File: src/sv/csrm_pkg.sv
`default_nettype none

package csrm_pkg;

    // Bus access commands carried in the low bits of the input item.
    localparam logic [2:0] CMD_READ_BYTE  = 3'd0;
    localparam logic [2:0] CMD_WRITE_BYTE = 3'd1;
    localparam logic [2:0] CMD_READ_WORD  = 3'd2;
    localparam logic [2:0] CMD_WRITE_WORD = 3'd3;
    localparam logic [2:0] CMD_CONTROL    = 3'd4;

    // Configuration register indexes.
    localparam logic [2:0] REG_WINDOW_BASE     = 3'd0;
    localparam logic [2:0] REG_WINDOW_SPAN     = 3'd1;
    localparam logic [2:0] REG_LANE_PACKED     = 3'd2;
    localparam logic [2:0] REG_ODD_LANE        = 3'd3;
    localparam logic [2:0] REG_BANK_SWITCHABLE = 3'd4;

    localparam int BUS_ADDR_W  = 24;
    localparam int BASE_W      = 22;
    localparam int SPAN_W      = 17;
    localparam int CFG_DATA_W  = 22;
    localparam int CFG_INDEX_W = 3;

    localparam logic [SPAN_W-1:0] SPAN_MAX      = 17'h10000;
    localparam logic [BASE_W-1:0] BASE_RESET    = 22'h200000;
    localparam logic [7:0]        FILL_BYTE     = 8'hFF;
    localparam logic [7:0]        CTRL_LOW_BYTE = 8'hF1;

    localparam int STORE_BYTES_DEF = 65536;

    // Result of resolving one bus byte address against the save window.
    typedef struct packed {
        logic hit;
        logic bank;
    } loc_t;

    // Per-cycle request to the two byte banks of the save store.
    typedef struct packed {
        logic rd_en;
        logic wr_en0;
        logic wr_en1;
    } store_ctl_t;

endpackage

`default_nettype wire

File: src/sv/csrm_locate.sv
`default_nettype none

module csrm_locate #(
    parameter int ADDR_W = 16
) (
    input  wire logic [csrm_pkg::BUS_ADDR_W-1:0] addr,
    input  wire logic [csrm_pkg::BASE_W-1:0]     window_base,
    input  wire logic [csrm_pkg::SPAN_W-1:0]     window_span,
    input  wire logic                            lane_packed,
    input  wire logic                            odd_lane,
    input  wire logic                            live,
    output csrm_pkg::loc_t                       loc,
    output logic [ADDR_W-2:0]                    row
);
    import csrm_pkg::*;

    logic [BUS_ADDR_W:0]   diff;
    logic [BUS_ADDR_W-1:0] off;
    logic [SPAN_W-1:0]     span_eff;
    logic [BUS_ADDR_W-1:0] idx_full;
    logic [ADDR_W-1:0]     idx;
    logic                  in_range;
    logic                  lane_ok;

    // Base is forced even; a borrow out of the subtract means below the window.
    assign diff     = {1'b0, addr}
                    - {1'b0, {(BUS_ADDR_W-BASE_W){1'b0}}, window_base[BASE_W-1:1], 1'b0};
    assign off      = diff[BUS_ADDR_W-1:0];
    assign span_eff = window_span[SPAN_W-1] ? SPAN_MAX : window_span;
    assign in_range = !diff[BUS_ADDR_W]
                    && (off < {{(BUS_ADDR_W-SPAN_W){1'b0}}, span_eff});
    assign lane_ok  = !lane_packed || (off[0] == odd_lane);
    assign idx_full = lane_packed ? {1'b0, off[BUS_ADDR_W-1:1]} : off;
    assign idx      = idx_full[ADDR_W-1:0];

    assign loc.hit  = live && in_range && lane_ok;
    assign loc.bank = idx[0];
    assign row      = idx[ADDR_W-1:1];

endmodule

`default_nettype wire

File: config.mk
export PLATFORM = sky130hd
export DESIGN_NAME = csrm_locate
export DESIGN_NICKNAME = d
export VERILOG_FILES = /design/src/sv/csrm_pkg.sv /design/src/sv/csrm_locate.sv
export SDC_FILE = /design/constraint.sdc
export NUM_CORES = 1
export LEC_CHECK = 0
export BUFFER_PORTS_ARGS = -buffer_cell sky130_fd_sc_hd__buf_2
export CORE_MARGIN = 3
export CORE_UTILIZATION = 46
export DETAILED_ROUTE_END_ITERATION = 6
export GPL_TIMING_DRIVEN = 0
export PLACE_DENSITY = 0.8
export SETUP_SLACK_MARGIN = 0.2
export SLEW_MARGIN = 10
export SYNTH_ARGS = -nofsm -noshare
export SYNTH_HDL_FRONTEND = slang
export SYNTH_SLANG_ARGS = --single-unit
File: constraint.sdc
create_clock -name vclk -period 3.9
set_input_delay 0.195 -clock vclk [all_inputs]
set_output_delay 0.195 -clock vclk [all_outputs]
set_load 0.005 [all_outputs]
==> results of run 1 <==
==> power by group through the flow <==
stage	registers [mW]	logic, mW	clock network [mW]
5_1_grt	0	0.514	0
4_1_cts	0	0.452	0
3_5_place_dp	0	0.442	0
6_report	0	0.453	0
2_1_floorplan	0	0.307	0
3_3_place_gp	0	0.434	0
==> worst max-delay path, cell delays in order <==
cell	delay [ps]
buf_2	100
inv_1	50
ha_2	170
inv_1	50
fa_2	340
a21o_1	190
a311o_1	350
a31o_1	240
a21oi_2	150
o21bai_1	90
a21oi_2	190
xnor2_2	160
ha_1	280
nand4_1	100
nor2_1	70
a21oi_1	170
o2111ai_1	140
a2111oi_2	230
nand4_1	180
a2111oi_2	230
and3_1	210
buf_2	110
==> final cells by class <==
cell class                 count  area (um2)
buffer                        10       47.55
fill                         392        1592
inverter                      29       108.9
tap                           50       62.56
multi-input combinational    241        1822
timing repair buffer          84       425.4
==> cells in the final DEF, fill, tap and decap left out, types with 9 or more instances in the layout <==
| cell | count |
|---|---|
| nor3_1 | 9 |
| nor2_1 | 16 |
| o21ai_0 | 10 |
| ha_1 | 36 |
| a21o_1 | 9 |
| a21oi_1 | 23 |
| buf_2 | 84 |
| nand3_1 | 12 |
| mux2_2 | 10 |
| nand2_1 | 31 |
| inv_1 | 29 |
==> cell families after synthesis <==
logic type | Yosys count
and+or+nand+nor | 99
AOI/OAI and AO/OA | 72
buffers and inverters | 39
adders and majority gates | 38
muxes | 17
xor gates and xnor gates | 15
==> through the flow <==
stage	setup TNS (ps)	setup slack [ps]	power (mW)
2_1_floorplan	0	241.3	0.3074
3_3_place_gp	-275.9	-275.9	0.4338
3_5_place_dp	-403.7	-403.7	0.4420
4_1_cts	-225.8	-225.8	0.4516
5_1_grt	-519.9	-519.9	0.5144
6_report	-256.0	-256.0	0.4530
==> worst paths after layout <==
kind	end	slack (ps)	cells after the start
worst max-delay path	loc[1]	-260	22
worst min-delay path	loc[0]	730	3
==> routing by layer <==
metal / up-vias / wire [um] / global-route usage
li1: 1187 / - / -
met1: 991 / 2389 / 0.2770
met2: 54 / 2434 / 0.3541
met3: 2 / 256 / 0.002805
met4: 0 / 21 / 0.01461
met5: - / 0 / 0
==> timing repair <==
item	4_1_cts	5_1_grt
setup buffers	2	0
pin swaps	7	1
resized for setup	3	1
setup endpoints to repair	1	1
==> results.yml, run 1 <==
setup_path:
  path_class: "in2out"
  worstPathRequired_ps: 3700
  cp_max_fo: 3
  cp-end-kind: "output pin"
  start_kind: "primary input"
  cp.arrival_ps: 3960
  critical_path.startpoint: "addr[1]"
synthesis:
  synth.avg_cell_area_um2: 6.998
  synth_commonest_cells: "37 x ha_1, 31 x nand2_1, 29 x inv_1, 23 x a21oi_1, 16 x nor2_1"
  synth_xor_area_frac: 0.06705
  synthSimpleGateAreaFrac: 0.2561
  synth_fa_ha_area_frac: 0.2465
  yosys_warnings: 0
  synth_compound_area_frac: 0.2548
  ys_types: 53
  seq_area_frac_synth: 0
  synthMuxAreaShare: 0.09579
  ys_top_cells_by_area: "ha_1 24%, nand2_1 5.9%, a21oi_1 5.9%, mux2_2 5.7%, inv_1 5.6%"
  syn_nets: 384
  synth_top_family_by_area: "simple AND/OR/NAND/NOR gates"
  synth_area_mm2: 0.001959
  synth_most_common_cell: "ha_1"
  synth_top_area_frac: 0.2363
  synth_cells: 280
  yosysTopAreaCell: "ha_1"
routing:
  drtPass1Iterations: 4
  ant_nets: 0
  vias: 2234
  wl_per_cell_um: 12.32
  drtIter0Drc: 94
  wl_um: 5101
  avgViaCountPerCell: 5.396
  remaining_drc_errors: 0
place:
  dp_hpwl_um: 4416
  routabilityCongestion: 0.8717
  placed_area_mm2: 0.002435
  dp_cells: 412
  portBuffers: 82
sta:
  setup_violations: 1
  finalMaxSlewViolations: 0
  hold_viol: 0
  worstMarginPinSlew_ps: 570.7
  finalWorstSetupSlack_ps: -256.0
  max_freq_ghz: 0.2406
  whs_ps: 731.6
  rsz0062_at_grt: "yes"
  post-route-period-util: 1.066
  period_minus_slack_ps: 4156
  max_slew_margin: 0.6195
layout:
  layout-drive-gt1-share: 0.3022
  postLayoutCellArea_mm2: 0.002466
  regArea_um2: 0
  diodes: 0
  nets: 470
  clock_buffers: 0
  finalNonFillerCells: 414
  areaGrowthSynthToFinish_pct: 25.86
  seq_cells: 0
  fin_util: 0.6078
global_routing:
  grt_usage: 0.1978
  antenna_found_initial: 0
  overflow: 0
  grt_pass1_wl_um: 8714
  grt_max_degree: 11
  grt_pass1_vias: 2086
worst_hold_path:
  min_path_type: "in2out"
  min_from: "addr[0]"
pwr:
  ir_worst_vdd_uv: 94.39
  power_leakage_nw: 1.272
  p_switching_mw: 0.2404
  internal_power_mw: 0.2126
  combPwrFrac: 1.000
  swShare: 0.5307
  p_per_area_mw_per_mm2: 183.7
  p_clk_frac: 0
  seqPwrFrac: 0
die:
  core_mm2: 0.004058
  die_h_um: 71.27
  num_rows: 23
  die_area_mm2: 0.005079
  initial_core_util: 0.4829
  ios: 83
  dieWidth_um: 71.27
outcome:
  outcome: "finished, violations left"
  violations: "setup timing"
clocking:
  cts_hold_buf: 0
flow_run:
  maxCapViolCount: 0
Note: power is estimated with default switching activity, not from simulation.
==> run 2: changes to the inputs <==
- CORE_ASPECT_RATIO: unset -> 1.75
==> run 2 against run 1 <==
Against the previous run:
- the flow still finishes with violations (setup timing)
- setup slack gained 160 ps
- flip-flop and latch count unchanged
- die area up 0.60%
- routed wire length grew 7.9%
- clock-buffer cell count is the same
- non-clock buffer count is 1 higher
- design area rose by 1.2%
- hold slack improved by 5.5 ps
- critical path depth unchanged
- fmax increased by 4.1%
- total power is 3.7% higher
- combinational power grew 4%
- critical path type unchanged
- critical endpoint unchanged
==> results.yml, run 2 (synthesized netlist as in run 1, its figures left out) <==
layout:
  seq_cells: 0
  regArea_um2: 0
  nets: 471
  nFillCells: 405
  fin_util: 0.6274
  areaGrowthSynthToFinish_pct: 27.39
  final_common_cell: "buf_2"
  clock_buffers: 0
  layout-drive-gt1-share: 0.3233
  multi_input_area_mm2: 0.001844
  diodes: 0
  layout_common_cells: "84 x buf_2, 36 x ha_1, 31 x nand2_1"
setup_path:
  cp-end-kind: "output pin"
  worstPathRequired_ps: 3700
  cp_max_fo: 3
  path_class: "in2out"
  start_kind: "primary input"
  cp.arrival_ps: 3800
die:
  die_h_um: 92.34
  dieWidth_um: 55.34
  ios: 83
  die_area_mm2: 0.005109
  core_mm2: 0.003979
  num_rows: 30
  initial_core_util: 0.4925
global_routing:
  overflow: 0
  grt_pass1_vias: 2314
  grt_max_degree: 11
  antenna_found_initial: 0
  grt_usage: 0.2119
  grt_pass1_wl_um: 9349
place:
  portBuffers: 82
  dp_hpwl_um: 4762
  routabilityCongestion: 0.9186
flow_run:
  maxCapViolCount: 0
worst_hold_path:
  hold-path-endpoint: "loc[0]"
  min_from: "addr[0]"
  min_path_type: "in2out"
  min_path_cells: 3
sta:
  max_freq_ghz: 0.2505
  finalWorstSetupSlack_ps: -92.32
  setup_violations: 1
  period_minus_slack_ps: 3992
  worstMarginPinSlew_ps: 552.7
  tns_ps: -92.32
  rsz0062_at_grt: "yes"
  hold_viol: 0
  post-route-period-util: 1.024
  max_slew_margin: 0.6315
  finalMaxSlewViolations: 0
outcome:
  violations: "setup timing"
  outcome: "finished, violations left"
routing:
  avgViaCountPerCell: 5.644
  remaining_drc_errors: 0
  wl_per_cell_um: 13.33
  wl_um: 5505
  ant_nets: 0
  drtPass1Iterations: 4
  drtIter0Drc: 57
  vias: 2331
pwr:
  p_per_area_mw_per_mm2: 188.2
  ir_worst_vdd_uv: 113.8
  power_leakage_nw: 1.284
clocking:
  cts_hold_buf: 0
-- run 2: changes by cell type in the layout (fill, tap and decap cells not counted), sizes merged --
cell	delta
buf	+1
-- run 2: critical path, cell delays in order --
cell	delay, ps
buf_2	100
inv_2	60
ha_4	140
inv_2	30
fa_2	350
a21o_1	190
a311o_1	310
a31o_1	230
a21oi_2	140
o21bai_1	90
a21oi_2	190
xnor2_2	150
ha_1	270
nand4_1	110
nor2_2	60
a21oi_2	150
o2111ai_2	120
a2111oi_2	220
nand4_1	160
a2111oi_2	220
and3_1	190
buf_2	110
-- run 2: worst max-delay path by stage --
stage | endpoint | slack (ps) | start | cells after the start
CTS | loc[1] | -210 | addr[1] | 22
detailed placement | loc[1] | -380 | addr[1] | 22
finish | loc[1] | -90 | addr[1] | 22
global route | loc[1] | -300 | addr[1] | 22
floorplan | loc[1] | 240 | addr[1] | 20
global placement | loc[1] | -320 | addr[1] | 22
-- run 2: layout make-up --
type | count | share of cell area
multi-input cells | 241 | 0.7388
plain buffers | 10 | 0.02005
repair buffers | 85 | 0.1734
inverters | 29 | 0.04361
well taps | 48 | 0.02406
-- run 2: repair_timing --
action / in CTS / in global routing
resized for setup: 3 / 10
endpoints found under the setup margin: 1 / 1
buffers inserted: 3 / 0
pin swaps: 8 / 4
-- run 2: through the flow --
step | total power [mW] | cells | hold slack, ps | worst slack, ps | cell area [um2]
after floorplan | 0.3074 | 280 | 518.6 | 241.3 | 1962
after global placement | 0.4374 | 410 | 728.9 | -319.3 | 2432
after detailed placement | 0.4472 | 410 | 737.6 | -380.8 | 2432
after CTS | 0.4621 | 413 | 740.5 | -207.6 | 2471
after global routing | 0.5313 | 413 | 771.2 | -301.8 | 2496
final | 0.4697 | 413 | 737.1 | -92.32 | 2496
-- run 2: where the power goes --
group | internal (mW) | switching (mW)
Combinational | 0.219 | 0.250
Sequential | 0 | 0
Clock | 0 | 0
-- run 2: routing by layer --
metal  vias up  part of all wire  global-route usage
li1       1184                 -                   -
met5         -                 0                   0
met2        69              0.55              0.4328
met1      1056              0.37              0.2152
met3        22             0.038             0.01255
met4         0             0.040             0.07911
==> run 3: changes to the inputs <==
- ABC_AREA: unset -> 1
- CORE_UTILIZATION: 46 -> 48
- PLACE_DENSITY: 0.8 -> 0.81
==> run 3 against run 2 <==
Against the previous run:
- the run now ends clean
- design area is 8.7% higher
- routed wire length increased by 16%
- combinational power hardly changed
- setup slack improved by 770 ps
- synthesized cell count increased by 57%
- first-iteration DRC count up 30%
- sequential share of layout area did not move
- synthesized area grew 14%
- fmax increased by 24%
- die area rose by 8.9%
- cell count increased by 38%
- total power shrank 0.20%
- highest routed layer unchanged
==> results.yml, run 3 <==
setup_path:
  critPathMaxStageDelay_ps: 420
  path_class: "in2out"
  cp_cell_sequence: "buf_2 -> inv_1 -> ha_1 -> inv_1 -> fa_1 -> nand3_1 -> nand3_2 -> nand2_1 -> nand2_1 -> xnor2_1 -> inv_1 -> ha_1 -> nand2_1 -> inv_1 -> nand3_1 -> nor3_1 -> nand2_1 -> a21boi_0 -> nor3_2 -> buf_2"
  cp-end-kind: "output pin"
  worstPathRequired_ps: 3700
  cp_max_fo: 4
  start_kind: "primary input"
  cp.arrival_ps: 3030
  crit_slowest_cell: "fa_1"
clocking:
  cts_setup_buffers: 0
  cts_hold_buf: 0
  cts_resized: 0
layout:
  clock_buffers: 0
  nets: 627
  finalNonFillerCells: 572
  areaGrowthSynthToFinish_pct: 20.91
  final_common_cell: "nand2_1"
  regArea_um2: 0
  nFillCells: 478
  seq_cells: 0
  layout_common_cells: "173 x nand2_1, 95 x inv_1, 81 x buf_2"
  diodes: 0
  layout-drive-gt1-share: 0.1919
pwr:
  swShare: 0.5982
  combPwrFrac: 1.000
  p_clk_frac: 0
  power_leakage_nw: 1.776
  p_switching_mw: 0.2804
  seqPwrFrac: 0
  ir_worst_vdd_uv: 103.5
  internal_power_mw: 0.1883
  p_per_area_mw_per_mm2: 172.8
routing:
  drtIter0Drc: 74
  vias: 2843
  wl_um: 6403
  wl_per_cell_um: 11.19
  drtPass1Iterations: 4
  remaining_drc_errors: 0
  ant_nets: 0
  avgViaCountPerCell: 4.970
sta:
  period_minus_slack_ps: 3221
  hold_viol: 0
  whs_ps: 719.9
  max_slew_margin: 0.7294
  max_freq_ghz: 0.3105
  worstMarginPinSlew_ps: 402.2
  rsz0062_at_grt: "no"
  tns_ps: 0
  finalMaxSlewViolations: 0
  setup_violations: 0
  post-route-period-util: 0.8258
die:
  core_mm2: 0.004444
  num_rows: 32
  die_h_um: 96.44
  die_area_mm2: 0.005562
  dieWidth_um: 57.68
  initial_core_util: 0.5048
  ios: 83
synthesis:
  synth.avg_cell_area_um2: 5.099
  yosys_warnings: 0
  ys_types: 29
  synth_cells: 440
  synth_top_area_frac: 0.2895
  seq_area_frac_synth: 0
  synth_most_common_cell: "nand2_1"
  yosysTopAreaCell: "nand2_1"
  synth_area_mm2: 0.002243
  ys_top_cells_by_area: "nand2_1 29%, ha_1 21%, inv_1 16%, a21oi_1 5.1%, nand3_1 4.0%"
  syn_nets: 544
  synth_commonest_cells: "173 x nand2_1, 95 x inv_1, 37 x ha_1, 23 x a21oi_1, 23 x nor2_1"
global_routing:
  grt_pass1_wl_um: 10170
  grtUsageMet1: 0.2049
  grt_use_met2: 0.4745
  grt_usage: 0.2246
  antenna_found_initial: 0
  gr-max-usage-layer: "met2"
  met3_usage: 0.003989
  grt_pass1_vias: 2592
  grt_max_degree: 11
  overflow: 0
place:
  routabilityCongestion: 0.8933
  dp_hpwl_um: 5965
  dp_cells: 572
  portBuffers: 81
worst_hold_path:
  min_path_type: "in2out"
flow_run:
  maxCapViolCount: 0
outcome:
  outcome: "finished clean"
## run 3: changes by cell type after synthesis, moves of 6 or more
cell | before | now
a21o_1 | 9 | 0
inv_1 | 29 | 95
mux2_2 | 10 | 0
nand2_1 | 31 | 173
nand3_1 | 12 | 18
nor2_1 | 16 | 23
nor2_2 | 0 | 7
nor2b_1 | 6 | 0
## run 3: path summary, 6_finish.rpt
| kind | slack, ps | from | depth (start not counted) | endpoint |
|---|---|---|---|---|
| setup / recovery | 680 | addr[1] | 20 | loc[1] |
| hold / removal | 720 | addr[0] | 4 | loc[0] |
## run 3: area by class of cell
class / instances / area [um2] / area share
Multi-Input combinational cell: 339 / 1864 / 0.6873
Timing Repair Buffer: 81 / 405.4 / 0.1494
Inverter: 97 / 364.1 / 0.1342
Tap cell: 51 / 63.81 / 0.02352
Buffer: 4 / 15.01 / 0.005535
## run 3: power groups by stage
stage / Combinational, mW / Sequential, mW / Clock (mW)
5_1_grt: 0.538 / 0 / 0
2_1_floorplan: 0.321 / 0 / 0
6_report: 0.469 / 0 / 0
4_1_cts: 0.471 / 0 / 0
3_5_place_dp: 0.469 / 0 / 0
3_3_place_gp: 0.456 / 0 / 0
## run 3: worst max-delay path, delay by kind of cell
family                   cells  cell delay [ps]
adder cells (fa/ha/maj)      3              900
AND/OR/NAND/NOR              9              850
buffers and inverters        6              480
AO/OA/AOI/OAI                1              340
XOR/XNOR                     1              260
## run 3: metrics by stage
stage | power, mW | util | setup slack, ps | cell area, um2
floorplan | 0.3210 | - | 1353 | 2243
global placement | 0.4557 | 0.6104 | 732.6 | 2713
detailed placement | 0.4693 | 0.6104 | 711.3 | 2713
CTS | 0.4714 | 0.6104 | 690.7 | 2713
global route | 0.5378 | 0.6104 | 429.1 | 2713
finish | 0.4687 | 0.6104 | 679.4 | 2713
## run 3: logic make-up after synthesis
| family | share of synthesized area |
|---|---|
| compound gates | 0.1099 |
| buf+inv | 0.1690 |
| xor+xnor | 0.05075 |
| fa+ha+maj | 0.2153 |
| simple gates | 0.4551 |
## run 3: per-layer routing
layer | vias up | share of wire | wire length [um]
met3 | 26 | 0.037 | 239
met5 | - | 0 | 0
li1 | 1516 | - | -
met2 | 83 | 0.57 | 3620
met4 | 0 | 0.054 | 346
met1 | 1218 | 0.34 | 2197
